[src/rtl/rdd_pkg.sv]
// ----------------------------------------------------------------------------
// rdd_pkg
// Shared constants and a helper for the reply deframer and decoder.
// ----------------------------------------------------------------------------
package rdd_pkg;

	localparam int unsigned CntW = 5;

	// input item command
	localparam logic CMD_BYTE = 1'b0;
	localparam logic CMD_TICK = 1'b1;

	// result kinds
	localparam logic [2:0] KIND_UNKNOWN = 3'd0;
	localparam logic [2:0] KIND_STATUS  = 3'd1;
	localparam logic [2:0] KIND_VERSION = 3'd2;
	localparam logic [2:0] KIND_TRACK   = 3'd3;
	localparam logic [2:0] KIND_STATION = 3'd4;
	localparam logic [2:0] KIND_ADDRESS = 3'd5;
	localparam logic [2:0] KIND_XOR_ERR = 3'd6;

	// header bytes
	localparam logic [7:0] HDR_STATUS  = 8'h01;
	localparam logic [7:0] HDR_VERSION = 8'h02;
	localparam logic [7:0] HDR_TRACK   = 8'h61;
	localparam logic [7:0] HDR_STATION = 8'h63;
	localparam logic [7:0] HDR_ADDRESS = 8'hF2;

	localparam logic [7:0] SUB_STATION = 8'h21;
	localparam logic [7:0] SUB_ADDRESS = 8'h01;

	localparam logic [7:0] STATUS_MIN = 8'h01;
	localparam logic [7:0] STATUS_MAX = 8'h06;
	localparam logic [7:0] TRACK_MAX  = 8'h02;

	localparam logic [15:0] TIMEOUT_RST = 16'd300;

	// two-digit BCD to binary: lo + 10*hi, 10*hi = 8*hi + 2*hi
	function automatic logic [7:0] bcd_to_bin(input logic [7:0] v);
		logic [7:0] hi;
		hi = {4'd0, v[7:4]};
		return {4'd0, v[3:0]} + (hi << 3) + (hi << 1);
	endfunction

endpackage

[src/rtl/reply_deframer_and_decoder.sv]
// ----------------------------------------------------------------------------
// reply_deframer_and_decoder
// Frames received reply bytes, checks the XOR and decodes each frame.
// ----------------------------------------------------------------------------
// Takes one beat per clock (byte or idle tick) while not stalled and returns
// one decoded result per completed frame; the closing byte passes through the
// input register, then the result register. A frame's length is the header's
// low nibble plus two; a partial frame is dropped when a byte arrives after at
// least timeout_q idle ticks. Input is stalled only while a result is ready to
// leave and the result register is still held by out_stall.
module reply_deframer_and_decoder (
	input  logic        clk,
	input  logic        arst_n,
	input  logic        cfg_wr_en,
	input  logic [15:0] cfg_wr_data,
	input  logic        in_valid,
	output logic        in_stall,
	input  logic        cmd,
	input  logic [7:0]  data_byte,
	output logic        out_valid,
	input  logic        out_stall,
	output logic [2:0]  kind,
	output logic [4:0]  frame_length,
	output logic [7:0]  code,
	output logic [7:0]  major_value,
	output logic [7:0]  minor_value
);
	import rdd_pkg::*;

	logic [15:0]     timeout_q;
	logic            valid_s1;
	logic            cmd_s1;
	logic [7:0]      byte_s1;

	logic [CntW-1:0] count_q;
	logic [CntW-1:0] exp_len_q;
	logic [7:0]      xor_q;
	logic [15:0]     idle_q;
	logic [7:0]      hb0_q, hb1_q, hb2_q;

	logic            out_valid_q;
	logic [2:0]      kind_q;
	logic [4:0]      len_q;
	logic [7:0]      code_q, major_q, minor_q;

	logic [CntW-1:0] cnt_eff, cnt_inc;
	logic [7:0]      xor_n, hb1_n, hb2_n;
	logic            is_byte, start, done, advance;
	logic [2:0]      kind_n;
	logic [7:0]      code_n, major_n, minor_n;

	always_comb begin
		is_byte = valid_s1 && (cmd_s1 == CMD_BYTE);
		// stale partial frame restarts from this byte
		cnt_eff = (count_q != '0 && idle_q >= timeout_q) ? '0 : count_q;
		start   = (cnt_eff == '0);
		cnt_inc = cnt_eff + CntW'(1);
		xor_n   = xor_q ^ byte_s1;
		hb1_n   = (cnt_eff == CntW'(1)) ? byte_s1 : hb1_q;
		hb2_n   = (cnt_eff == CntW'(2)) ? byte_s1 : hb2_q;
		done    = is_byte && !start && (cnt_inc >= exp_len_q);
	end

	always_comb begin
		kind_n  = KIND_UNKNOWN;
		code_n  = '0;
		major_n = '0;
		minor_n = '0;
		if (xor_n != '0) begin
			kind_n = KIND_XOR_ERR;
		end else begin
			case (hb0_q)
				HDR_STATUS: begin
					if (hb1_n inside {[STATUS_MIN:STATUS_MAX]}) begin
						kind_n = KIND_STATUS;
						code_n = hb1_n;
					end
				end
				HDR_VERSION: begin
					kind_n  = KIND_VERSION;
					major_n = bcd_to_bin(hb1_n);
					minor_n = bcd_to_bin(hb2_n);
				end
				HDR_TRACK: begin
					if (hb1_n <= TRACK_MAX) begin
						kind_n = KIND_TRACK;
						code_n = hb1_n;
					end
				end
				HDR_STATION: begin
					if (hb1_n == SUB_STATION) begin
						kind_n  = KIND_STATION;
						major_n = {4'd0, hb2_n[7:4]};
						minor_n = {4'd0, hb2_n[3:0]};
					end
				end
				HDR_ADDRESS: begin
					if (hb1_n == SUB_ADDRESS) begin
						kind_n = KIND_ADDRESS;
						code_n = hb2_n;
					end
				end
				default: begin
					kind_n = KIND_UNKNOWN;
				end
			endcase
		end
	end

	// a beat moves on unless it makes a result while the last one is held
	assign advance  = valid_s1 && !(done && out_valid_q && out_stall);
	assign in_stall = valid_s1 && !advance;

	always_ff @(posedge clk or negedge arst_n) begin
		if (!arst_n) begin
			timeout_q <= TIMEOUT_RST;
		end else if (cfg_wr_en) begin
			timeout_q <= cfg_wr_data;
		end
	end

	always_ff @(posedge clk or negedge arst_n) begin
		if (!arst_n) begin
			valid_s1 <= 1'b0;
		end else if (in_valid && !in_stall) begin
			valid_s1 <= 1'b1;
		end else if (advance) begin
			valid_s1 <= 1'b0;
		end
	end

	always_ff @(posedge clk) begin
		if (in_valid && !in_stall) begin
			cmd_s1  <= cmd;
			byte_s1 <= data_byte;
		end
	end

	always_ff @(posedge clk or negedge arst_n) begin
		if (!arst_n) begin
			count_q   <= '0;
			exp_len_q <= '0;
			xor_q     <= '0;
			idle_q    <= '0;
		end else if (advance) begin
			if (cmd_s1 == CMD_TICK) begin
				if (idle_q != '1)
					idle_q <= idle_q + 16'd1;
			end else begin
				idle_q <= '0;
				if (start) begin
					exp_len_q <= CntW'({1'b0, byte_s1[3:0]}) + CntW'(2);
					xor_q     <= byte_s1;
					count_q   <= CntW'(1);
				end else if (done) begin
					xor_q   <= '0;
					count_q <= '0;
				end else begin
					xor_q   <= xor_n;
					count_q <= cnt_inc;
				end
			end
		end
	end

	// header bytes need no reset: decode reads only bytes of the same frame
	always_ff @(posedge clk) begin
		if (advance && is_byte) begin
			if (start)
				hb0_q <= byte_s1;
			hb1_q <= hb1_n;
			hb2_q <= hb2_n;
		end
	end

	always_ff @(posedge clk or negedge arst_n) begin
		if (!arst_n) begin
			out_valid_q <= 1'b0;
		end else if (advance && done) begin
			out_valid_q <= 1'b1;
		end else if (!out_stall) begin
			out_valid_q <= 1'b0;
		end
	end

	always_ff @(posedge clk) begin
		if (advance && done) begin
			kind_q  <= kind_n;
			len_q   <= exp_len_q;
			code_q  <= code_n;
			major_q <= major_n;
			minor_q <= minor_n;
		end
	end

	assign out_valid    = out_valid_q;
	assign kind         = kind_q;
	assign frame_length = len_q;
	assign code         = code_q;
	assign major_value  = major_q;
	assign minor_value  = minor_q;

endmodule

[config.mk]
export PLATFORM = sky130hd
export DESIGN_NAME = reply_deframer_and_decoder
export DESIGN_NICKNAME = d
export VERILOG_FILES = /design/src/rtl/rdd_pkg.sv /design/src/rtl/reply_deframer_and_decoder.sv
export SDC_FILE = /design/constraint.sdc
export NUM_CORES = 1
export LEC_CHECK = 0
export ABC_AREA = 1
export BUFFER_PORTS_ARGS = -buffer_cell sky130_fd_sc_hd__buf_2
export CAP_MARGIN = 5
export CORE_MARGIN = 4
export CORE_UTILIZATION = 39
export DETAILED_ROUTE_END_ITERATION = 16
export PLACE_DENSITY_LB_ADDON = 0.2
export SLEW_MARGIN = 25
export SYNTH_ARGS = -nofsm -noshare
export SYNTH_HDL_FRONTEND = slang
export SYNTH_SLANG_ARGS = --single-unit
[constraint.sdc]
create_clock -name clk -period 10 [get_ports clk]
set_input_delay 1 -clock clk [delete_from_list [all_inputs] [get_ports clk]]
set_output_delay 1 -clock clk [all_outputs]
set_load 0.02 [all_outputs]
* After elaboration in Yosys (flattened, before gate mapping)
Cells that the tools add are included.
** Word-level totals
- Register bits :: 117
- Output and inout bits :: 34
- Word-level logic and storage cells :: 93
** Operators by class
- Order comparisons :: 5
- Multiplexer cells :: 26
- Equal/unequal tests :: 12
- Bitwise operators :: 2
- Add/sub/neg operators :: 7
- Reductions and logical operators :: 24
** Operators with widths (number)
- $mux W8 :: 7
- $mux W16 :: 2
- $pmux W8 S2 :: 2
- $pmux W8 S3 :: 1
- $add A16 B1 Y16 const B :: 1
- $add A4 B7 Y8 :: 2
- $add A8 B5 Y8 :: 2
- $eq A8 B1 Y1 const B :: 2
- $eq A8 B7 Y1 const B :: 2
- $ge A16 B16 Y1 :: 1
- $ne A16 B16 Y1 const B :: 1
- $mux W5 :: 3
- $pmux W3 S5 :: 1
- $logic_and A1 B1 Y1 :: 12
- $eq A8 B2 Y1 const B :: 1
- $eq A8 B6 Y1 const B :: 1
- $eq A8 B8 Y1 const B :: 1
- $ge A8 B1 Y1 const B :: 1
- $le A8 B2 Y1 const B :: 1
- $le A8 B3 Y1 const B :: 1
- $mux W4 :: 2
- $reduce_bool A8 Y1 :: 1
- $xor A8 B8 Y8 :: 1
- $mux W3 :: 2
- other kinds (15) :: 25

* Logic depth before layout (Yosys ltp)
Gate-level depths: netlist (run 1).
- Depth in word-level cells :: 16
- Gate-level depth with buffers :: 32
- Mapped depth without buffers :: 32

* Worst setup path after synthesis (run 1)
Ideal clock, no wire load.
- Path kind :: flip-flop to flip-flop
- Start :: reg timeout_q[3]
- End :: reg code_q[0] (netlist: code[0]), enable pin
- Period minus slack after synthesis :: 4799 ps
- Path buffers :: 0
- Arrival :: 4378 ps
- Path slack :: 5201 ps
- Cell stages (with the launch flop) :: 26
- Path through :: dfstp_2 -> inv_1 -> ha_1 -> nand2_1 -> nor2_1 -> nor2_1 -> nand2_1 -> nand2_1 -> nand2_2 -> nand2_4 -> nand2_1 -> nand2_1 -> nand2_1 -> inv_1 -> ha_1 -> nand4_1 -> xor2_1 -> ha_1 -> nand2_1 -> inv_1 -> nand3_1 -> o221ai_1 -> a21oi_1 -> nor2_1 -> nand2_1 -> nor2_1
** Between the ends
- Word-level cells in the longest chain between the ends :: 12
** Ends and longest elaborated chain
- from (decl) :: RTL line reply_deframer_and_decoder.sv:30 : logic [15:0] timeout_q;
- from (signal assigned) :: RTL line reply_deframer_and_decoder.sv:118 : timeout_q <= cfg_wr_data;
- $ge A16 B16 Y1 (*) :: RTL line reply_deframer_and_decoder.sv:55 : cnt_eff = (count_q != '0 && idle_q >= timeout_q) ? '0 : count_q;
- $logic_and A1 B1 Y1 (*) :: RTL line reply_deframer_and_decoder.sv:55
- $mux W5 (*) :: RTL line reply_deframer_and_decoder.sv:55
- branches (longest 3 deep; another with $add A5 B1 Y5)
- $logic_and A1 B1 Y1 (*) :: RTL line reply_deframer_and_decoder.sv:61 : done = is_byte && !start && (cnt_inc >= exp_len_q);
- $logic_and A1 B1 Y1 (2 in series) :: RTL line reply_deframer_and_decoder.sv:111 : assign advance = valid_s1 && !(done && out_valid_q && out_stall);
- $logic_not A1 Y1 :: RTL line reply_deframer_and_decoder.sv:111
- $logic_and A1 B1 Y1 :: RTL line reply_deframer_and_decoder.sv:111
- $logic_and A1 B1 Y1 (*) :: RTL line reply_deframer_and_decoder.sv:187 : if (advance && done) begin
- to (signal assigned) :: RTL line reply_deframer_and_decoder.sv:190 : code_q <= code_n;
- to (decl) :: RTL line reply_deframer_and_decoder.sv:44 : logic [7:0] code_q, major_q, minor_q;
Every way passes the cells marked *.
A chain may end at the register's enable or synchronous reset.

* Worst setup path after layout (run 1)
- Start :: reg timeout_q[3]
- End :: out in_stall
** Between the ends
- Word-level cells in the longest chain between the ends :: 13
** Ends and longest elaborated chain
- $ge A16 B16 Y1 (*) :: RTL line reply_deframer_and_decoder.sv:55
- $logic_and A1 B1 Y1 (*) :: RTL line reply_deframer_and_decoder.sv:55
- $mux W5 (*) :: RTL line reply_deframer_and_decoder.sv:55
- branches (longest 3 deep; another with $add A5 B1 Y5)
- $logic_and A1 B1 Y1 (*) :: RTL line reply_deframer_and_decoder.sv:61
- $logic_and A1 B1 Y1 (*) (2 in series) :: RTL line reply_deframer_and_decoder.sv:111
- $logic_not A1 Y1 (*) :: RTL line reply_deframer_and_decoder.sv:111
- $logic_and A1 B1 Y1 (*) :: RTL line reply_deframer_and_decoder.sv:111
- $logic_not A1 Y1 (*) :: RTL line reply_deframer_and_decoder.sv:112 : assign in_stall = valid_s1 && !advance;
- $logic_and A1 B1 Y1 (*) :: RTL line reply_deframer_and_decoder.sv:112
- to (decl) :: RTL line reply_deframer_and_decoder.sv:17 : output logic in_stall,
Marks and branches as above.

==> metrics.csv, run 1 <==
stage,metric,value,unit
setup_path,CP max stage cell,dfstp_2,
setup_path,kind of critical path,reg -> out,
clocking,clk root buf,clkbuf_16,
timing,final number of setup-violating endpoints,0,
logic_synthesis,synth cell count leaders,"nand2_1 (146), inv_1 (94), edfxtp_1 (65), dfrtp_1 (48), nor2_1 (43)",
clocking,post-CTS sizing,0,
pwr,internal power,1270,uW
logic_synthesis,Yosys top cell area share,30.9,%
die,Starting Density,39.7,%
global_route,GRT Overall Usage,16.3,%
pwr,maximum vdd drop,133,uV
final_layout,Non-Filler Instances,976,
logic_synthesis,Cell variety after synth,44,
route,Antenna Nets Post-Route,0,
pwr,PwrDens,269,nW/um2
pwr,Net Sw Frac,36.7,%
setup_path,Worst Setup Start Kind,flop,
clocking,clk buf depth,2,
logic_synthesis,largest family of logic cells by synthesized area,simple AND/OR/NAND/NOR gates,
timing,Slew Limit Fails,0,
logic_synthesis,Avg Inst Size Synth,9.38,um2
final_layout,n_diodes,0,
setup_path,Arrival @ worst endpoint,4.00,ns
route,final wirelength,14100,um
timing,fin crit period,5.00,ns
clocking,cts bufs inserted,17,
final_layout,layout net count,818,
setup_path,"most used cell, CP",nand2_1,
logic_synthesis,post-synthesis simple-gate area fraction,21.7,%
route,DRT Pass-1 Iters,5,
timing,Least-Margin Pin Slew,0.876,ns
place,post-DP HPWL,10400,um
clocking,Clock Latency Late Sink,0.42,ns
die,die footprint,18300,um2
global_route,largest net degree at the start of global routing,53,
setup_path,critical path's largest stage delay,0.51,ns
setup_path,Critical Path End Type,primary output,
route,Iter 0 DRT Violations,333,
timing,Fmax,0.200,GHz
timing,sum of negative setup slack,0,ns
setup_path,WP buf/inv,5,
timing,RSZ-0062 raised after global routing,no,
die,Chip Height,135,um
pwr,Clk network pwr share,30.3,%
global_route,vias in the first global route,4726,
logic_synthesis,synth warn,0,
die,core area,15900,um2
logic_synthesis,Post-Syn Instances,673,
logic_synthesis,Synth Area in Adders,8.36,%
timing,WHS,0.448,ns
clocking,CTS tree,yes,
clocking,postcts setup bufs,0,
clocking,CTS H-Tree Depth,4,
logic_synthesis,number of synthesized flops with an enable pin,65,
clocking,Clock transition at path regs,0.05,ns
timing,Final Hold Viols,0,
logic_synthesis,Yosys top cell by area,edfxtp_1,
route,via count,4757,
die,Die X,135,um
place,gp weighted congestion,0.902,
place,cell count after placement,944,
logic_synthesis,top_reg_cell synth,edfxtp_1,
pwr,Seq pwr share,33.3,%
final_layout,Area Overhead vs Synth,18.1,%
clocking,Sink Count,117,
logic_synthesis,fraction of registers with async set/reset,44.4,%
logic_synthesis,sequential fraction of the synthesis area,51.6,%
logic_synthesis,compound-gate portion of the synthesized area,8.88,%
pwr,Lkg Pwr,0.00336,uW
status,status,"complete, no violations",
place,number of port buffers,63,
logic_synthesis,Synth Area in XOR/XNOR,2.64,%
logic_synthesis,"count leader, synth",nand2_1,
logic_synthesis,Synth area leaders,"edfxtp_1 (31%), dfrtp_1 (19%), nand2_1 (8.7%), ha_1 (7.7%), inv_1 (5.6%)",
die,Rows,46,
flow_run,Max-cap violations,0,
setup_path,Critical Path RT,9.00,ns
global_route,first-pass GRT wire length,23400,um
clocking,Post-CTS Hold Buffers,0,
route,WL/cell,14.4,um
logic_synthesis,synthesized area,6310,um2
setup_path,Top delay family on crit path,simple AND/OR/NAND/NOR gates,
route,DR vias/cell,4.87,
global_route,initial antenna violation count,0,
route,DRC errors left,0,
setup_path,worst-path maximum fanout,5,
final_layout,share of cells above drive strength 1,18.0,%
timing,Final Cycle Share,50.0,%
timing,Max-slew headroom,41.0,%
logic_synthesis,mux cell area share after synthesis,0.178,%
pwr,combinational power share,36.5,%
worst_hold_path,Hold WC Path Type,reg -> reg,
timing,Setup Skew,0.00977,ns
logic_synthesis,Post-Syn Nets,744,
logic_synthesis,Yosys reg bits,117,
die,# IOs,64,
global_route,GRT overflow,0,
pwr,Psw,738,uW
## worst paths after layout
kind,start,end,slack [ns],depth (start not counted)
min,exp_len_q[3]$_DFFE_PN0P_,frame_length[3]$_DFFE_PP_,0.45,0
max in group asynchronous,arst_n,idle_q[1]$_DFFE_PN0P_,8.83,2
min reg2reg,exp_len_q[3]$_DFFE_PN0P_,frame_length[3]$_DFFE_PP_,0.45,0
max,timeout_q[3]$_DFFE_PN1P_,in_stall,5.00,26
max reg2reg,timeout_q[3]$_DFFE_PN1P_,xor_q[6]$_DFFE_PN0P_,5.17,28
min in group asynchronous,arst_n,timeout_q[11]$_DFFE_PN0P_,0.70,2
## per-layer routing
metal | vias to the layer above | global-route usage [%] | part of all wire (%)
li1 | 2409 | - | -
met1 | 2227 | 21.9 | 48
met2 | 107 | 25.7 | 46
met3 | 14 | 4.05 | 4.6
met4 | 0 | 6.05 | 1.6
met5 | - | 0 | 0
## cell type report
class	count	area, um2
clock buffers	20	457
repair buffers	66	338
multi-input cells	448	2640
clock inverters	12	134
inverters	97	364
flip-flops and latches	117	3260
well taps	216	270
fillers	1540	8430
## per-stage QoR
step | utilization [%] | setup slack, ns | power [uW] | area [um2]
2_1_floorplan | - | 5.20 | 1230 | 6310
3_3_place_gp | 43.2 | 5.07 | 1390 | 6870
3_5_place_dp | 43.2 | 5.17 | 1410 | 6870
4_1_cts | 46.9 | 4.95 | 2030 | 7460
5_1_grt | 46.9 | 4.53 | 2150 | 7460
6_report | 46.9 | 5.00 | 2010 | 7460
## state kept, by name, summed over array words and instances (netlist names), 5 cells and up
name and cells:
idle_q 16, timeout_q 16, byte_s1 8, code 8, hb0_q 8, hb1_q 8, hb2_q 8, major_value 8
minor_value 8, xor_q 8, count_q 5, exp_len_q 5, frame_length 5
## layout by cell type, fill, tap and decap left out, types with 5 or more instances in the layout
cell type	Yosys	layout
a21oi_1	31	31
buf_2	4	63
clkbuf_16	0	17
dfrtp_1	48	48
edfxtp_1	65	65
ha_1	39	39
inv_1	94	93
nand2_1	146	146
nand2_2	9	9
nand3_1	35	35
nand4_1	14	14
nor2_1	43	42
nor2_2	6	7
nor3_1	13	13
o21ai_0	35	35
o21ai_1	5	5
o22ai_1	6	6
o31ai_1	5	5
xor2_1	17	17
## cell families (layout without fill, tap and decap cells)
family,Yosys count,after routing
buffers and inverters,108,195
DFF,117,117
xor gates and xnor gates,19,19
adders and majority gates,41,41
AOI/OAI and AO/OA,97,97
and+or+nand+nor,290,290
muxes,1,1
## power by group through the flow
stage                     Combinational (uW)  Sequential (uW)  Clock [uW]
final                                    732              668         608
after global routing                     830              677         642
after CTS                                736              669         621
after detailed placement                 731              677           0
after global placement                   712              675           0
after floorplan                          522              704           0
(Power assumes the default switching activity.)
==> inputs of run 2 (changes only) <==
==> constraint.sdc (replaced) <==
create_clock -name clk -period 4.65 [get_ports clk]
set_input_delay 0.465 -clock clk [delete_from_list [all_inputs] [get_ports clk]]
set_output_delay 0.465 -clock clk [all_outputs]
set_load 0.02 [all_outputs]
==> run 2 against run 1 <==
Against the previous run:
- via count rose by 1.1%
- power rose by 120%
- core utilization rose by 0.76 points
- worst setup slack got worse by 4.7 ns
- sequential cell count did not move
- global-route usage barely moved
- register-to-register slack got worse by 4.8 ns
- sequential power rose by 110%
- largest cell class unchanged
==> metrics.csv, run 2 (synthesis results as in run 1) <==
stage,metric,value,unit
final_layout,fill count,1541,
place,post-DP HPWL,10600,um
pwr,maximum vdd drop,318,uV
place,number of port buffers,63,
global_route,initial antenna violation count,0,
timing,WHS,0.159,ns
clocking,Clock transition at path regs,0.06,ns
timing,Setup Skew,0.00701,ns
route,DR vias/cell,4.91,
clocking,clk root buf,clkbuf_16,
final_layout,most frequent cells in the layout,"nand2_1 (143), inv_1 (93), edfxtp_1 (65), buf_2 (62), dfrtp_1 (48)",
route,final wirelength,14200,um
pwr,Lkg Pwr,0.00340,uW
global_route,vias in the first global route,4798,
clocking,clk buf depth,2,
clocking,CTS H-Tree Depth,4,
timing,Final Cycle Share,92.6,%
route,via count,4808,
route,DRT Pass-1 Iters,4,
pwr,PwrDens,590,nW/um2
die,Rows,46,
setup_path,Critical Path End Type,primary output,
timing,RSZ-0062 raised after global routing,no,
pwr,Seq pwr share,32.1,%
setup_path,Critical Path RT,4.18,ns
route,Metal-1 WL,6430,um
setup_path,worst-path maximum fanout,5,
final_layout,Multi-input gate area,2660,um2
die,Starting Density,39.7,%
setup_path,Worst R2R Path Depth,29,
timing,sum of negative setup slack,0,ns
timing,Fmax,0.232,GHz
setup_path,"reg-to-reg slack, setup",0.38,ns
final_layout,n_diodes,0,
clocking,Sink Count,117,
clocking,CTS tree,yes,
timing,Slew Limit Fails,0,
die,die footprint,18300,um2
pwr,internal power,2830,uW
route,routed wire length on met3,674,um
final_layout,post-layout util,47.7,%
global_route,GRT overflow,0,
setup_path,endpoint of the worst register-to-register path,idle_q[3]$_DFFE_PN0P_,
status,status,"complete, no violations",
route,WL/cell,14.5,um
setup_path,Arrival @ worst endpoint,3.84,ns
route,highest metal used,met4,
clocking,Clock Latency Late Sink,0.42,ns
timing,final number of setup-violating endpoints,0,
pwr,Net Sw Frac,36.8,%
die,Die X,135,um
global_route,GRT Overall Usage,16.3,%
final_layout,share of cells above drive strength 1,19.9,%
flow_run,Max-cap violations,0,
final_layout,Largest regs,"idle_q: 16 flops, timeout_q: 16 flops",
place,gp weighted congestion,0.894,
die,# IOs,64,
setup_path,origin of the critical flop-to-flop path,timeout_q[3]$_DFFE_PN1P_,
route,metal2 WL,6870,um
route,Antenna Nets Post-Route,0,
pwr,"Power, Total",4470,uW
clocking,cts bufs inserted,17,
timing,Max-slew headroom,41.3,%
final_layout,layout net count,822,
final_layout,Sequential Area,3260,um2
setup_path,Worst Setup Start Kind,flop,
clocking,postcts setup bufs,0,
pwr,combinational power share,36.8,%
global_route,first-pass GRT wire length,23400,um
timing,Final Hold Viols,0,
pwr,Clk network pwr share,31.2,%
final_layout,"most common cell after layout, fill and taps aside",nand2_1,
timing,Least-Margin Pin Slew,0.871,ns
setup_path,kind of critical path,reg -> out,
global_route,largest net degree at the start of global routing,53,
route,Iter 0 DRT Violations,376,
pwr,Psw,1650,uW
timing,fin crit period,4.30,ns
final_layout,Area Overhead vs Synth,20.0,%
worst_hold_path,Hold WC Path Type,in -> async,
die,Chip Height,135,um
route,DRC errors left,0,
die,core area,15900,um2
-- run 2: through the flow --
stage,setup slack [ns],cells,cell area (um2)
6_report,0.345,980,7580
5_1_grt,0.00889,980,7580
4_1_cts,0.109,980,7550
3_3_place_gp,0.342,948,6920
3_5_place_dp,0.166,948,6920
2_1_floorplan,0.375,673,6320
-- run 2: final cells by class --
cell class | count | area share [%]
flip-flops and latches | 117 | 43.0
multi-input cells | 448 | 35.1
clock buffers | 18 | 5.94
repair buffers | 70 | 5.22
inverters | 97 | 4.80
well taps | 216 | 3.57
clock inverters | 14 | 2.38
-- run 2: worst max path at each step --
stage	start	endpoint	slack [ns]
2_1_floorplan	timeout_q[3]$_DFFE_PN1P_	code[0]$_SDFFCE_PP0P_	0.38
3_3_place_gp	timeout_q[3]$_DFFE_PN1P_	minor_value[6]$_SDFFCE_PP0P_	0.34
3_5_place_dp	timeout_q[3]$_DFFE_PN1P_	minor_value[6]$_SDFFCE_PP0P_	0.17
4_1_cts	timeout_q[3]$_DFFE_PN1P_	in_stall	0.11
5_1_grt	timeout_q[2]$_DFFE_PN1P_	idle_q[14]$_DFFE_PN0P_	0.009
6_report	timeout_q[3]$_DFFE_PN1P_	in_stall	0.35
-- run 2: critical path: stages (launching register included) --
cell and delay, ns:
dfstp_2 0.51, inv_1 0.05, ha_1 0.30, nand2_1 0.09
nor2_1 0.05, nor2_1 0.08, nand2_1 0.06, nand2_1 0.06
nand2_2 0.06, nand2_4 0.09, nand2_2 0.09, nand2_2 0.11
nand2_2 0.08, inv_2 0.07, ha_2 0.18, nand4_1 0.11
xor2_1 0.17, ha_1 0.32, nand2_1 0.08, inv_1 0.06
nand3_1 0.07, o221ai_1 0.16, a21oi_1 0.08, nor2_2 0.14
nand3_2 0.13, inv_1 0.09, buf_4 0.13
-- run 2: power groups by stage --
stage / clock [uW] / sequential [uW] / combinational (uW)
5_1_grt: 1470 / 1450 / 1860
4_1_cts: 1420 / 1440 / 1640
2_1_floorplan: 0 / 1510 / 1120
3_3_place_gp: 0 / 1450 / 1560
6_report: 1390 / 1430 / 1640
3_5_place_dp: 0 / 1450 / 1630
-- run 2: repair_timing --
item	in CTS	in global routing
endpoints found under the setup margin	0	15
gates resized for setup	0	10
hold buffers	0	0
-- run 2: per-layer routing --
metal  global-route usage (%)  vias up
li1                         -     2418
met4                     5.71        0
met3                     4.01       21
met1                     21.5     2269
met2                     26.2      100
met5                        0        -
